**config.mk**
```make
export PLATFORM = sky130hd
export DESIGN_NAME = pi_controller_anti_windup
export DESIGN_NICKNAME = d
export VERILOG_FILES = /design/src/hw/rtl/piaw_pkg.sv /design/src/hw/rtl/piaw_smul.sv /design/src/hw/rtl/pi_controller_anti_windup.sv
export SDC_FILE = /design/constraint.sdc
export NUM_CORES = 2
export LEC_CHECK = 0
export ABC_AREA = 1
export ABC_CLOCK_PERIOD_IN_PS = 11100
export BUFFER_PORTS_ARGS = -buffer_cell sky130_fd_sc_hd__clkbuf_2
export CAP_MARGIN = 10
export CORE_MARGIN = 3
export CORE_UTILIZATION = 35
export CTS_CLUSTER_DIAMETER = 30
export DETAILED_ROUTE_END_ITERATION = 8
export PLACE_DENSITY_LB_ADDON = 0.2
export SLEW_MARGIN = 20
export SYNTH_ARGS = -nofsm -noshare
export SYNTH_HDL_FRONTEND = slang
export SYNTH_HIERARCHICAL = 1
export SYNTH_SLANG_ARGS = --single-unit
```
**constraint.sdc**
```tcl
create_clock -name clk -period 11.1 [get_ports clk]
set_clock_uncertainty 0.2 [all_clocks]
set_input_delay 1.11 -clock clk [delete_from_list [all_inputs] [get_ports clk]]
set_output_delay 1.11 -clock clk [all_outputs]
set_load 0.1 [all_outputs]
```
**src/hw/rtl/piaw_pkg.sv**
```systemverilog
package piaw_pkg;

  // field and datapath widths
  localparam int SAMPLE_W   = 16;
  localparam int FRAC_BITS  = 12;
  localparam int GAIN_W     = 16;
  localparam int LIMIT_W    = 16;
  localparam int INTEG_W    = 40;
  localparam int ERR_W      = SAMPLE_W + 1;
  // multiplicand must hold the excess over the limit: integrator plus p term
  localparam int MCAND_W    = INTEG_W + 2;
  localparam int PROD_W     = MCAND_W + GAIN_W;
  localparam int WIDE_W     = INTEG_W + 8;
  localparam int CNT_W      = $clog2(GAIN_W);
  localparam int HIT_W      = 2;

  // port widths
  localparam int IN_DATA_W  = 2 * SAMPLE_W;
  localparam int OUT_DATA_W = SAMPLE_W;
  localparam int CFG_IDX_W  = 3;
  localparam int CFG_DATA_W = 16;

  // register indexes
  localparam logic [CFG_IDX_W-1:0] REG_MODE       = 3'd0;
  localparam logic [CFG_IDX_W-1:0] REG_GAIN_P     = 3'd1;
  localparam logic [CFG_IDX_W-1:0] REG_GAIN_I     = 3'd2;
  localparam logic [CFG_IDX_W-1:0] REG_GAIN_AW    = 3'd3;
  localparam logic [CFG_IDX_W-1:0] REG_LIMIT_HIGH = 3'd4;
  localparam logic [CFG_IDX_W-1:0] REG_LIMIT_LOW  = 3'd5;

  // mode codes
  localparam logic MODE_BACKCALC = 1'b0;
  localparam logic MODE_CLAMP    = 1'b1;

  // limit flag codes
  localparam logic [HIT_W-1:0] HIT_NONE = 2'd0;
  localparam logic [HIT_W-1:0] HIT_HIGH = 2'd1;
  localparam logic [HIT_W-1:0] HIT_LOW  = 2'd2;

  typedef enum logic [3:0] {
    S_IDLE,
    S_MUL1,
    S_SUM,
    S_USUM,
    S_CMP,
    S_EXC,
    S_MUL2,
    S_UPD,
    S_DONE
  } state_t;

  // saturate a wide value to the signed integrator range
  function automatic logic signed [INTEG_W-1:0] sat_integ(
    input logic signed [WIDE_W-1:0] v
  );
    logic [WIDE_W-INTEG_W:0] top;
    top = v[WIDE_W-1:INTEG_W-1];
    if (top == '0 || top == '1) begin
      sat_integ = v[INTEG_W-1:0];
    end else if (v[WIDE_W-1]) begin
      sat_integ = {1'b1, {(INTEG_W-1){1'b0}}};
    end else begin
      sat_integ = {1'b0, {(INTEG_W-1){1'b1}}};
    end
  endfunction

endpackage

```
**src/hw/rtl/piaw_smul.sv**
```systemverilog
// shift-add multiplier, one gain bit per cycle, msb first
module piaw_smul (
  input  logic                                  clk,
  input  logic                                  rst_n,
  input  logic                                  start,
  input  logic signed [piaw_pkg::MCAND_W-1:0]   mcand,
  input  logic        [piaw_pkg::GAIN_W-1:0]    mult,
  output logic                                  done,
  output logic signed [piaw_pkg::PROD_W-1:0]    prod
);

  logic                                busy_r;
  logic                                done_r;
  logic [piaw_pkg::CNT_W-1:0]          cnt_r;
  logic [piaw_pkg::GAIN_W-1:0]         mult_r;
  logic signed [piaw_pkg::MCAND_W-1:0] mcand_r;
  logic signed [piaw_pkg::PROD_W-1:0]  acc_r;
  logic signed [piaw_pkg::PROD_W-1:0]  addend;

  always_comb begin
    if (mult_r[piaw_pkg::GAIN_W-1]) begin
      addend = {{piaw_pkg::GAIN_W{mcand_r[piaw_pkg::MCAND_W-1]}}, mcand_r};
    end else begin
      addend = '0;
    end
  end

  always_ff @(posedge clk) begin
    if (!rst_n) begin
      busy_r <= 1'b0;
      done_r <= 1'b0;
      cnt_r  <= '0;
    end else begin
      done_r <= 1'b0;
      if (start) begin
        busy_r <= 1'b1;
        cnt_r  <= '0;
      end else if (busy_r) begin
        cnt_r <= cnt_r + 1'b1;
        if (cnt_r == piaw_pkg::CNT_W'(piaw_pkg::GAIN_W - 1)) begin
          busy_r <= 1'b0;
          done_r <= 1'b1;
        end
      end
    end
  end

  always_ff @(posedge clk) begin
    if (start) begin
      mult_r  <= mult;
      mcand_r <= mcand;
      acc_r   <= '0;
    end else if (busy_r) begin
      mult_r <= {mult_r[piaw_pkg::GAIN_W-2:0], 1'b0};
      acc_r  <= {acc_r[piaw_pkg::PROD_W-2:0], 1'b0} + addend;
    end
  end

  assign done = done_r;
  assign prod = acc_r;

endmodule

```
**src/hw/rtl/pi_controller_anti_windup.sv**
```systemverilog
// channel  dir  signals                         contents
// in       in   in_tvalid/in_tready/in_tdata    reference [15:0], measured [31:16]
// out      out  out_tvalid/out_tready/out_tdata drive [15:0]
//                out_tuser                      limit_hit [1:0]
// cfg      in   cfg_valid/cfg_ready/cfg_index   register index, write data in cfg_data
//
// one request at a time; the time per request is set by the 16-step serial
// multiplier, run once in clamping mode, or twice in back-calculation mode
// for the anti-windup product
// rst_n is synchronous: gains, limits and mode go to defaults, integrator and
// previous error to zero
// a finished result sits in the output register; the next request is taken
// while it waits, and the block stalls only before writing the following result
// cfg_ready is always high
module pi_controller_anti_windup (
  input  logic                                 clk,
  input  logic                                 rst_n,
  // reference [15:0], measured [31:16]
  input  logic                                 in_tvalid,
  output logic                                 in_tready,
  input  logic [piaw_pkg::IN_DATA_W-1:0]       in_tdata,
  // drive [15:0]
  output logic                                 out_tvalid,
  input  logic                                 out_tready,
  output logic [piaw_pkg::OUT_DATA_W-1:0]      out_tdata,
  // limit_hit [1:0]
  output logic [piaw_pkg::HIT_W-1:0]           out_tuser,
  input  logic                                 cfg_valid,
  output logic                                 cfg_ready,
  input  logic [piaw_pkg::CFG_IDX_W-1:0]       cfg_index,
  input  logic [piaw_pkg::CFG_DATA_W-1:0]      cfg_data
);

  // configuration registers
  logic                                  mode_r;
  logic [piaw_pkg::GAIN_W-1:0]           gain_p_r;
  logic [piaw_pkg::GAIN_W-1:0]           gain_i_r;
  logic [piaw_pkg::GAIN_W-1:0]           gain_aw_r;
  logic [piaw_pkg::LIMIT_W-1:0]          limit_high_r;
  logic [piaw_pkg::LIMIT_W-1:0]          limit_low_r;

  // controller state
  logic signed [piaw_pkg::INTEG_W-1:0]   integ_r;
  logic signed [piaw_pkg::ERR_W-1:0]     prev_err_r;

  // datapath registers
  logic signed [piaw_pkg::WIDE_W-1:0]    pterm_r;
  logic signed [piaw_pkg::WIDE_W-1:0]    aux_r;
  logic signed [piaw_pkg::WIDE_W-1:0]    u_r;
  logic signed [piaw_pkg::INTEG_W-1:0]   d_r;
  logic signed [piaw_pkg::WIDE_W-1:0]    clamped_r;
  logic signed [piaw_pkg::WIDE_W-1:0]    tmp_r;
  logic signed [piaw_pkg::WIDE_W-1:0]    aw_r;
  logic [piaw_pkg::HIT_W-1:0]            flag_r;
  logic                                  plt_r;
  logic                                  pgt_r;

  // output register
  logic                                  out_valid_r;
  logic [piaw_pkg::OUT_DATA_W-1:0]       out_drive_r;
  logic [piaw_pkg::HIT_W-1:0]            out_hit_r;

  piaw_pkg::state_t state_r, state_nxt;

  logic                                  in_acc;
  logic                                  out_load;
  logic                                  start_a;
  logic                                  start_b;
  logic                                  done_a;
  logic                                  done_b;
  logic signed [piaw_pkg::PROD_W-1:0]    prod_a;
  logic signed [piaw_pkg::PROD_W-1:0]    prod_b;
  logic signed [piaw_pkg::MCAND_W-1:0]   mcand_a;
  logic signed [piaw_pkg::MCAND_W-1:0]   mcand_b;
  logic        [piaw_pkg::GAIN_W-1:0]    mult_b;
  logic signed [piaw_pkg::ERR_W-1:0]     err;
  logic signed [piaw_pkg::ERR_W:0]       err_sum;
  logic signed [piaw_pkg::WIDE_W-1:0]    hi_w;
  logic signed [piaw_pkg::WIDE_W-1:0]    lo_w;
  logic signed [piaw_pkg::WIDE_W-1:0]    integ_w;
  logic signed [piaw_pkg::WIDE_W-1:0]    exc_w;

  // error at full precision, one bit wider than the samples
  assign err = {in_tdata[piaw_pkg::SAMPLE_W-1], in_tdata[piaw_pkg::SAMPLE_W-1:0]}
             - {in_tdata[piaw_pkg::IN_DATA_W-1],
                in_tdata[piaw_pkg::IN_DATA_W-1:piaw_pkg::SAMPLE_W]};
  assign err_sum = {err[piaw_pkg::ERR_W-1], err}
                 + {prev_err_r[piaw_pkg::ERR_W-1], prev_err_r};

  // limits scaled to integrator fraction bits
  assign hi_w = $signed({{(piaw_pkg::WIDE_W-piaw_pkg::LIMIT_W-piaw_pkg::FRAC_BITS)
                          {limit_high_r[piaw_pkg::LIMIT_W-1]}},
                         limit_high_r, {piaw_pkg::FRAC_BITS{1'b0}}});
  assign lo_w = $signed({{(piaw_pkg::WIDE_W-piaw_pkg::LIMIT_W-piaw_pkg::FRAC_BITS)
                          {limit_low_r[piaw_pkg::LIMIT_W-1]}},
                         limit_low_r, {piaw_pkg::FRAC_BITS{1'b0}}});
  assign integ_w = $signed({{(piaw_pkg::WIDE_W-piaw_pkg::INTEG_W)
                             {integ_r[piaw_pkg::INTEG_W-1]}}, integ_r});

  // excess over the applied limit, feeds the anti-windup product
  assign exc_w = u_r - clamped_r;

  assign in_tready = (state_r == piaw_pkg::S_IDLE);
  assign in_acc    = in_tvalid && in_tready;
  assign out_load  = (state_r == piaw_pkg::S_DONE) && (!out_valid_r || out_tready);

  // multiplier a: p term; multiplier b: i term, then anti-windup term
  assign start_a = in_acc;
  assign mcand_a = {{(piaw_pkg::MCAND_W-piaw_pkg::ERR_W){err[piaw_pkg::ERR_W-1]}}, err};

  always_comb begin
    if (state_r == piaw_pkg::S_EXC) begin
      mcand_b = exc_w[piaw_pkg::MCAND_W-1:0];
      mult_b  = gain_aw_r;
    end else if (mode_r == piaw_pkg::MODE_CLAMP) begin
      mcand_b = {{(piaw_pkg::MCAND_W-piaw_pkg::ERR_W-1){err_sum[piaw_pkg::ERR_W]}}, err_sum};
      mult_b  = gain_i_r;
    end else begin
      mcand_b = mcand_a;
      mult_b  = gain_i_r;
    end
  end

  piaw_smul u_mul_a (
    .clk   (clk),
    .rst_n (rst_n),
    .start (start_a),
    .mcand (mcand_a),
    .mult  (gain_p_r),
    .done  (done_a),
    .prod  (prod_a)
  );

  piaw_smul u_mul_b (
    .clk   (clk),
    .rst_n (rst_n),
    .start (start_b),
    .mcand (mcand_b),
    .mult  (mult_b),
    .done  (done_b),
    .prod  (prod_b)
  );

  // state register
  always_ff @(posedge clk) begin
    if (!rst_n) begin
      state_r <= piaw_pkg::S_IDLE;
    end else begin
      state_r <= state_nxt;
    end
  end

  // next state and strobes
  always_comb begin
    state_nxt = state_r;
    start_b   = 1'b0;
    unique case (state_r)
      piaw_pkg::S_IDLE: begin
        if (in_acc) begin
          start_b   = 1'b1;
          state_nxt = piaw_pkg::S_MUL1;
        end
      end
      piaw_pkg::S_MUL1: begin
        if (done_a) begin
          state_nxt = piaw_pkg::S_SUM;
        end
      end
      piaw_pkg::S_SUM: begin
        // clamping mode needs one more add for the sum of p and d
        if (mode_r == piaw_pkg::MODE_CLAMP) begin
          state_nxt = piaw_pkg::S_USUM;
        end else begin
          state_nxt = piaw_pkg::S_CMP;
        end
      end
      piaw_pkg::S_USUM: begin
        state_nxt = piaw_pkg::S_CMP;
      end
      piaw_pkg::S_CMP: begin
        if (mode_r == piaw_pkg::MODE_CLAMP) begin
          state_nxt = piaw_pkg::S_UPD;
        end else begin
          state_nxt = piaw_pkg::S_EXC;
        end
      end
      piaw_pkg::S_EXC: begin
        start_b   = 1'b1;
        state_nxt = piaw_pkg::S_MUL2;
      end
      piaw_pkg::S_MUL2: begin
        if (done_b) begin
          state_nxt = piaw_pkg::S_UPD;
        end
      end
      piaw_pkg::S_UPD: begin
        state_nxt = piaw_pkg::S_DONE;
      end
      piaw_pkg::S_DONE: begin
        if (out_load) begin
          state_nxt = piaw_pkg::S_IDLE;
        end
      end
      default: begin
        state_nxt = piaw_pkg::S_IDLE;
      end
    endcase
  end

  // configuration writes
  assign cfg_ready = 1'b1;

  always_ff @(posedge clk) begin
    if (!rst_n) begin
      mode_r       <= piaw_pkg::MODE_BACKCALC;
      gain_p_r     <= piaw_pkg::GAIN_W'(1 << piaw_pkg::FRAC_BITS);
      gain_i_r     <= '0;
      gain_aw_r    <= '0;
      limit_high_r <= {1'b0, {(piaw_pkg::LIMIT_W-1){1'b1}}};
      limit_low_r  <= {1'b1, {(piaw_pkg::LIMIT_W-1){1'b0}}};
    end else if (cfg_valid) begin
      unique case (cfg_index)
        piaw_pkg::REG_MODE:       mode_r       <= cfg_data[0];
        piaw_pkg::REG_GAIN_P:     gain_p_r     <= cfg_data[piaw_pkg::GAIN_W-1:0];
        piaw_pkg::REG_GAIN_I:     gain_i_r     <= cfg_data[piaw_pkg::GAIN_W-1:0];
        piaw_pkg::REG_GAIN_AW:    gain_aw_r    <= cfg_data[piaw_pkg::GAIN_W-1:0];
        piaw_pkg::REG_LIMIT_HIGH: limit_high_r <= cfg_data[piaw_pkg::LIMIT_W-1:0];
        piaw_pkg::REG_LIMIT_LOW:  limit_low_r  <= cfg_data[piaw_pkg::LIMIT_W-1:0];
        default: ;
      endcase
    end
  end

  // controller state: integrator and previous error
  always_ff @(posedge clk) begin
    if (!rst_n) begin
      integ_r    <= '0;
      prev_err_r <= '0;
    end else begin
      // in clamping mode the old previous error goes into multiplier b on the same edge
      if (in_acc) begin
        prev_err_r <= err;
      end
      if (state_r == piaw_pkg::S_UPD) begin
        if (mode_r == piaw_pkg::MODE_CLAMP) begin
          case (flag_r)
            piaw_pkg::HIT_HIGH: begin
              if (plt_r) begin
                integ_r <= piaw_pkg::sat_integ(hi_w - pterm_r);
              end
            end
            piaw_pkg::HIT_LOW: begin
              if (pgt_r) begin
                integ_r <= piaw_pkg::sat_integ(lo_w - pterm_r);
              end
            end
            default: integ_r <= d_r;
          endcase
        end else begin
          integ_r <= piaw_pkg::sat_integ(tmp_r - aw_r);
        end
      end
    end
  end

  // arithmetic pipeline, one add or compare per step
  always_ff @(posedge clk) begin
    if (state_r == piaw_pkg::S_MUL1 && done_a) begin
      pterm_r <= prod_a[piaw_pkg::WIDE_W-1:0];
      // clamping mode: half of gain_i * (e + previous e), floor
      if (mode_r == piaw_pkg::MODE_CLAMP) begin
        aux_r <= prod_b[piaw_pkg::WIDE_W:1];
      end else begin
        aux_r <= prod_b[piaw_pkg::WIDE_W-1:0];
      end
    end
    if (state_r == piaw_pkg::S_SUM) begin
      if (mode_r == piaw_pkg::MODE_CLAMP) begin
        d_r <= piaw_pkg::sat_integ(integ_w + aux_r);
      end else begin
        u_r <= integ_w + pterm_r;
      end
    end
    if (state_r == piaw_pkg::S_USUM) begin
      u_r <= pterm_r + $signed({{(piaw_pkg::WIDE_W-piaw_pkg::INTEG_W)
                                 {d_r[piaw_pkg::INTEG_W-1]}}, d_r});
    end
    if (state_r == piaw_pkg::S_CMP) begin
      // upper test first; with crossed limits the upper limit wins when both tests hold
      if (u_r > hi_w) begin
        clamped_r <= hi_w;
        flag_r    <= piaw_pkg::HIT_HIGH;
      end else if (u_r < lo_w) begin
        clamped_r <= lo_w;
        flag_r    <= piaw_pkg::HIT_LOW;
      end else begin
        clamped_r <= u_r;
        flag_r    <= piaw_pkg::HIT_NONE;
      end
      plt_r <= (pterm_r < hi_w);
      pgt_r <= (pterm_r > lo_w);
    end
    if (state_r == piaw_pkg::S_MUL2 && done_b) begin
      tmp_r <= integ_w + aux_r;
      aw_r  <= $signed({{(piaw_pkg::WIDE_W-piaw_pkg::PROD_W+piaw_pkg::FRAC_BITS)
                         {prod_b[piaw_pkg::PROD_W-1]}},
                        prod_b[piaw_pkg::PROD_W-1:piaw_pkg::FRAC_BITS]});
    end
  end

  // output register
  always_ff @(posedge clk) begin
    if (!rst_n) begin
      out_valid_r <= 1'b0;
    end else if (out_load) begin
      out_valid_r <= 1'b1;
    end else if (out_tready) begin
      out_valid_r <= 1'b0;
    end
  end

  always_ff @(posedge clk) begin
    if (out_load) begin
      // floor shift of the clamped value, taken as a bit slice
      out_drive_r <= clamped_r[piaw_pkg::FRAC_BITS +: piaw_pkg::SAMPLE_W];
      out_hit_r   <= flag_r;
    end
  end

  assign out_tvalid = out_valid_r;
  assign out_tdata  = out_drive_r;
  assign out_tuser  = out_hit_r;

  // checks
  a_flag_code: assert property (@(posedge clk) disable iff (!rst_n)
    out_tvalid |-> (out_tuser == piaw_pkg::HIT_NONE || out_tuser == piaw_pkg::HIT_HIGH ||
                    out_tuser == piaw_pkg::HIT_LOW))
    else $error("limit flag carries an unused code");

  a_accept_starts: assert property (@(posedge clk) disable iff (!rst_n)
    in_acc |=> (state_r == piaw_pkg::S_MUL1))
    else $error("accepted request did not start the multipliers");

  a_mul_lockstep: assert property (@(posedge clk) disable iff (!rst_n)
    (state_r == piaw_pkg::S_MUL1) |-> (done_a == done_b))
    else $error("p and i products finished apart");

  a_result_source: assert property (@(posedge clk) disable iff (!rst_n)
    $rose(out_tvalid) |-> ($past(state_r) == piaw_pkg::S_DONE))
    else $error("result raised outside the finishing step");

endmodule
```
Yosys cells after proc, flatten, opt, wreduce, memory -nomap -nowiden
Index checks and enable logic that the tools add are counted.
{"block": "classes", "bitwise": 3, "muxes": 47, "n_addsub": 13, "n_reduce_logical": 35, "n_eq_ne": 28, "n_lt_le_gt_ge": 4}
{"op": "2-to-1 mux 40 bit", "count": 11}
{"op": "2-to-1 mux 48 bit", "count": 5}
{"op": "2-to-1 mux 42 bit", "count": 4}
{"op": "adder 40 x 48 -> 48 bit", "count": 2}
{"op": "greater-than comparator 48 x 28 -> 1 bit", "count": 2}
{"op": "< comparator 48 x 28 -> 1 bit", "count": 2}
{"op": "subtractor 28 x 48 -> 48 bit", "count": 2}
{"op": "2-to-1 mux 16 bit", "count": 5}
{"op": "case mux 40 bit (2 select lines)", "count": 1}
{"op": "adder 58 bit", "count": 1}
{"op": "2-to-1 mux 58 bit", "count": 1}
{"op": "adder 48 x 40 -> 48 bit", "count": 1}
{"op": "adder 48 bit", "count": 1}
{"op": "subtractor 48 x 46 -> 48 bit", "count": 1}
{"op": "subtractor 42 bit", "count": 1}
{"op": "== test 9 bit, second input constant", "count": 4}
{"op": "logical NOT 9 bit", "count": 4}
{"op": "case mux 4 bit (9 select lines)", "count": 1}
{"op": "adder 17 x 17 -> 18 bit", "count": 1}
{"op": "subtractor 16 x 16 -> 17 bit", "count": 1}
{"op": "== test 4 x 3 -> 1 bit, second input constant", "count": 4}
{"op": "2-to-1 mux 4 bit", "count": 4}
{"op": "AND reduction 2 bit", "count": 8}
{"op": "== test 4 bit, second input constant", "count": 3}
{"op": "26 further kinds", "count": 60}
{"block": "word_totals", "output_inout_bits": 21, "reg_bits": 694, "word_cells": 165, "in_bits": 56}

Longest topological paths before layout
{"block": "logic_depth", "ltp_word": 7, "depth_mapped": 27, "ltp_nobuf": 26}

Modules after synthesis
The synthesis kept the hierarchy.
{"mod": "pi_controller_anti_windup", "cells_per_inst": 5964, "seq_area_each_um2": 13132.6, "instances": 1, "area_each_um2": 41299.6}
{"mod": "piaw_smul (u_mul_b)", "cells_per_inst": 1524, "seq_area_each_um2": 3022.9, "instances": 1, "area_each_um2": 9441.6}
{"mod": "piaw_smul (u_mul_a)", "cells_per_inst": 1483, "seq_area_each_um2": 3022.9, "instances": 1, "area_each_um2": 9325.2}

Worst setup path after synthesis
OpenSTA, ideal clock, no wires.
{"block": "synth_timing", "path_type": "register to register", "from": "reg state_r[2]", "to": "reg aw_r[0] (netlist name) (enable)", "path_stages_with_launch": 5, "required_time_ns": 10.122, "slack_ns": 0.698, "arrival_ns": 9.425, "n_path_buf": 0, "setup_time_ns": 0.778, "period_less_slack_ns": 10.402, "path_cell_list": "dfxtp_1 -> inv_1 -> nor2_1 -> inv_1 -> nor4_1"}
{"block": "synth_via", "elab_chain_len": 2}
{"element": "start: declaration", "line": "pi_controller_anti_windup.sv:63", "rtl": "piaw_pkg::state_t state_r, state_nxt;"}
{"element": "start signal: assignment", "line": "pi_controller_anti_windup.sv:147", "rtl": "state_r <= piaw_pkg::S_IDLE;"}
{"element": "start signal: assignment", "line": "pi_controller_anti_windup.sv:149", "rtl": "state_r <= state_nxt;"}
{"element": "== test 4 x 3 -> 1 bit", "line": "pi_controller_anti_windup.sv:303", "rtl": "if (state_r == piaw_pkg::S_MUL2 && done_b) begin"}
{"element": "logical AND 1 bit", "line": "pi_controller_anti_windup.sv:303"}
{"element": "end signal: assignment", "line": "pi_controller_anti_windup.sv:305", "rtl": "aw_r <= $signed({{(piaw_pkg::WIDE_W-piaw_pkg::PROD_W+piaw_pkg::FRAC_BITS)"}
{"element": "end: declaration", "line": "pi_controller_anti_windup.sv:53", "rtl": "logic signed [piaw_pkg::WIDE_W-1:0] aw_r;"}
Every way passes these cells.
A chain may end at the register's enable or synchronous reset.

Final worst setup path
{"block": "layout_timing", "from": "in in_tdata[20] (netlist name)", "to": "reg u_mul_b/mcand_r[20] (netlist name), data pin"}
{"block": "layout_via", "elab_chain_len": 4}
{"element": "start: declaration", "line": "pi_controller_anti_windup.sv:21", "rtl": "input logic [piaw_pkg::IN_DATA_W-1:0] in_tdata,"}
{"element": "subtractor 16 x 16 -> 17 bit", "line": "pi_controller_anti_windup.sv:85", "rtl": "- {in_tdata[piaw_pkg::IN_DATA_W-1],"}
{"element": "named net err (one bit)", "line": "pi_controller_anti_windup.sv:76", "rtl": "logic signed [piaw_pkg::ERR_W-1:0] err;"}
{"element": "adder 17 x 17 -> 18 bit", "line": "pi_controller_anti_windup.sv:88", "rtl": "+ {prev_err_r[piaw_pkg::ERR_W-1], prev_err_r};"}
{"element": "2-to-1 mux 42 bit", "line": "pi_controller_anti_windup.sv:115", "rtl": "end else if (mode_r == piaw_pkg::MODE_CLAMP) begin"}
{"element": "2-to-1 mux 42 bit", "line": "pi_controller_anti_windup.sv:112", "rtl": "if (state_r == piaw_pkg::S_EXC) begin"}
{"element": "named net mcand_b (one bit)", "line": "pi_controller_anti_windup.sv:74", "rtl": "logic signed [piaw_pkg::MCAND_W-1:0] mcand_b;"}
{"element": "end signal: assignment", "line": "piaw_smul.sv:51", "rtl": "mcand_r <= mcand;"}
{"element": "end: declaration", "line": "piaw_smul.sv:16", "rtl": "logic signed [piaw_pkg::MCAND_W-1:0] mcand_r;"}
The timed path passes the listed nets, and every way through them passes these cells.

==> results.json <==
{
  "rsz0062_at_grt": "no",
  "die_h_um": 415,
  "tightest_slew_ns": 1.18,
  "multiInputGateArea_sq_mm": 0.0335,
  "dp.cells": 10805,
  "setup_viol": 0,
  "die_w_um": 415,
  "syn_area_sq_mm": 0.0586,
  "fill_cells": 17438,
  "clock-sinks": 719,
  "buffer_ports.inserted": 75,
  "hold_viol": 0,
  "syn_to_final_growth_pct": 16.5,
  "cts_tree": "yes",
  "grt_pass1_vias": 55192,
  "crit_required_ns": 11.41,
  "clock_latency_ns": 0.81,
  "ant_nets": 0,
  "seq_area_sq_mm": 0.0190,
  "core_area_sq_mm": 0.166,
  "avgRoutedWirePerCell_um": 21.1,
  "status": "finished, final reports clean",
  "drt-total-wl_um": 236000,
  "synthCells": 8689,
  "tns_ns": 0,
  "ios": 77,
  "drive_gt1_frac": 0.0707,
  "cts_buffers": 197,
  "antenna_found_initial": 4,
  "cts_max_level": 4,
  "route.detailed.drc": 0,
  "drt_iter0_markers": 4821,
  "drv_slew": 0,
  "dr.pass1.iters": 9,
  "end_kind": "register",
  "holdBufCountCts": 0,
  "viasPerCell": 5.17,
  "rows": 149,
  "synth_fp_nets": 9197,
  "cts_resized": 0,
  "grt_max_degree": 81,
  "relSlewSlack": 0.203,
  "synth_warnings": 6,
  "max_freq_mhz": 193,
  "worst-path-max-fanout": 25,
  "min-delay-path-class": "reg -> reg",
  "leakagePower_nw": 33.5,
  "nNetsFinal": 9323,
  "start_kind": "input pin",
  "fp.dieArea_sq_mm": 0.172,
  "fin_cells": 11181,
  "vias": 57828,
  "grt-ovfl-total": 0,
  "cts_root_buffer": "clkbuf_16",
  "initial_core_util": 0.354,
  "clkTransAtPathRegs_ns": 0.04,
  "power_density_mw_per_mm2": 202,
  "hpwl_um": 193000,
  "clk_path_buf_depth": 3,
  "post_cts_buffers": 0,
  "holdWs_ns": 0.242,
  "crit_arrival_ns": 5.49,
  "track_usage": 0.267,
  "vdd_drop_max_mv": 0.140,
  "syn_area_per_cell_sq_um": 6.75,
  "period_share": 0.467,
  "routabilityCongestion": 1.02,
  "crit_type": "in -> reg",
  "max_cap_violations": 0,
  "final.min_clock_period_ns": 5.18,
  "grt_pass1_wl_um": 348000
}
==> power breakdown <==
part | total (mW) | leakage, nW | switching, mW | internal, mW
sequential | 3.87 | 6.38 | 0.456 | 3.42
clock | 5.92 | 3.38 | 1.80 | 4.12
combinational | 3.99 | 23.7 | 2.78 | 1.20
==> layer usage <==
metal,wire length (um),share of wire,up-vias,track usage
met1,104000,0.44,27157,0.355
met4,9150,0.039,2,0.102
li1,-,-,28432,-
met3,14100,0.059,342,0.0347
met5,14,0.000059,-,0
met2,109000,0.46,1895,0.439
==> worst max-delay path, cell delays in order <==
cell       delay [ns]
clkbuf_2         0.07
inv_1            0.03
ha_1             0.32
a21oi_1          0.24
nor2_1           0.08
a211oi_1         0.25
nand2_1          0.13
a21oi_1          0.13
o21ai_0          0.10
or2_2            0.28
nand2_1          0.13
inv_1            0.09
ha_1             0.37
nand2_1          0.11
nor3_1           0.20
nand3_1          0.11
o2111ai_1        0.18
nand3_1          0.12
nand2_1          0.12
a31oi_1          0.12
nor2_1           0.11
nor3_1           0.06
nor2_1           0.08
o21ai_0          0.10
nand2_1          0.64
o21ai_0          0.20
==> sequential cells by signal, summed over array words and instances (netlist names), 17 cells and up <==
register         count
u_mul_a/mcand_r     42
integ_r             40
d_r                 40
aw_r                46
u_mul_b/mcand_r     42
tmp_r               48
clamped_r           42
u_mul_b/prod        58
u_mul_a/prod        48
prev_err_r          17
u_r                 48
aux_r               48
pterm_r             48
==> final cells by class <==
cell class	count	share of cell area
inverter	1405	0.0773
sequential	719	0.278
tap	2189	0.0401
clock inverter	117	0.0249
multi-input combinational	6368	0.490
antenna	1	0.0000366
clock buffer	258	0.0783
timing repair buffer	124	0.0109
==> layout by cell type (no fill, tap or decap), types with 56 or more instances in the layout <==
master,n
dfxtp_1,259
clkbuf_16,198
o21ai_0,445
edfxtp_1,458
xnor2_1,111
nand4_1,75
nand3_1,449
inv_1,1380
clkbuf_2,74
a31oi_1,63
ha_1,443
xor2_1,171
o211ai_1,56
a21oi_1,622
nor2_1,885
nor3_1,66
nand2_1,2573
==> metrics by stage <==
step / util / worst slack (ns) / power, mW / area, sq um
3_3_place_gp: 0.369 / 5.09 / 7.81 / 61200
3_5_place_dp: 0.369 / 5.12 / 7.84 / 61200
6_report: 0.412 / 5.92 / 13.8 / 68300
4_1_cts: 0.412 / 6.00 / 13.8 / 68300
5_1_grt: 0.412 / 5.43 / 14.5 / 68300
2_1_floorplan: - / 0.698 / 6.47 / 58600
==> path summary, 6_finish.rpt <==
kind	depth (start not counted)	startpoint	slack, ns	endpoint
worst max register to register	18	limit_high_r[15]	6.28	clamped_r[38]
worst min-delay path	0	u_mul_a/prod[47]	0.24	pterm_r[47]
worst min register to register	0	u_mul_a/prod[47]	0.24	pterm_r[47]
worst max-delay path	26	in_tdata[20]	5.92	u_mul_b/mcand_r[20]
Power figures use the tool's default switching activity.
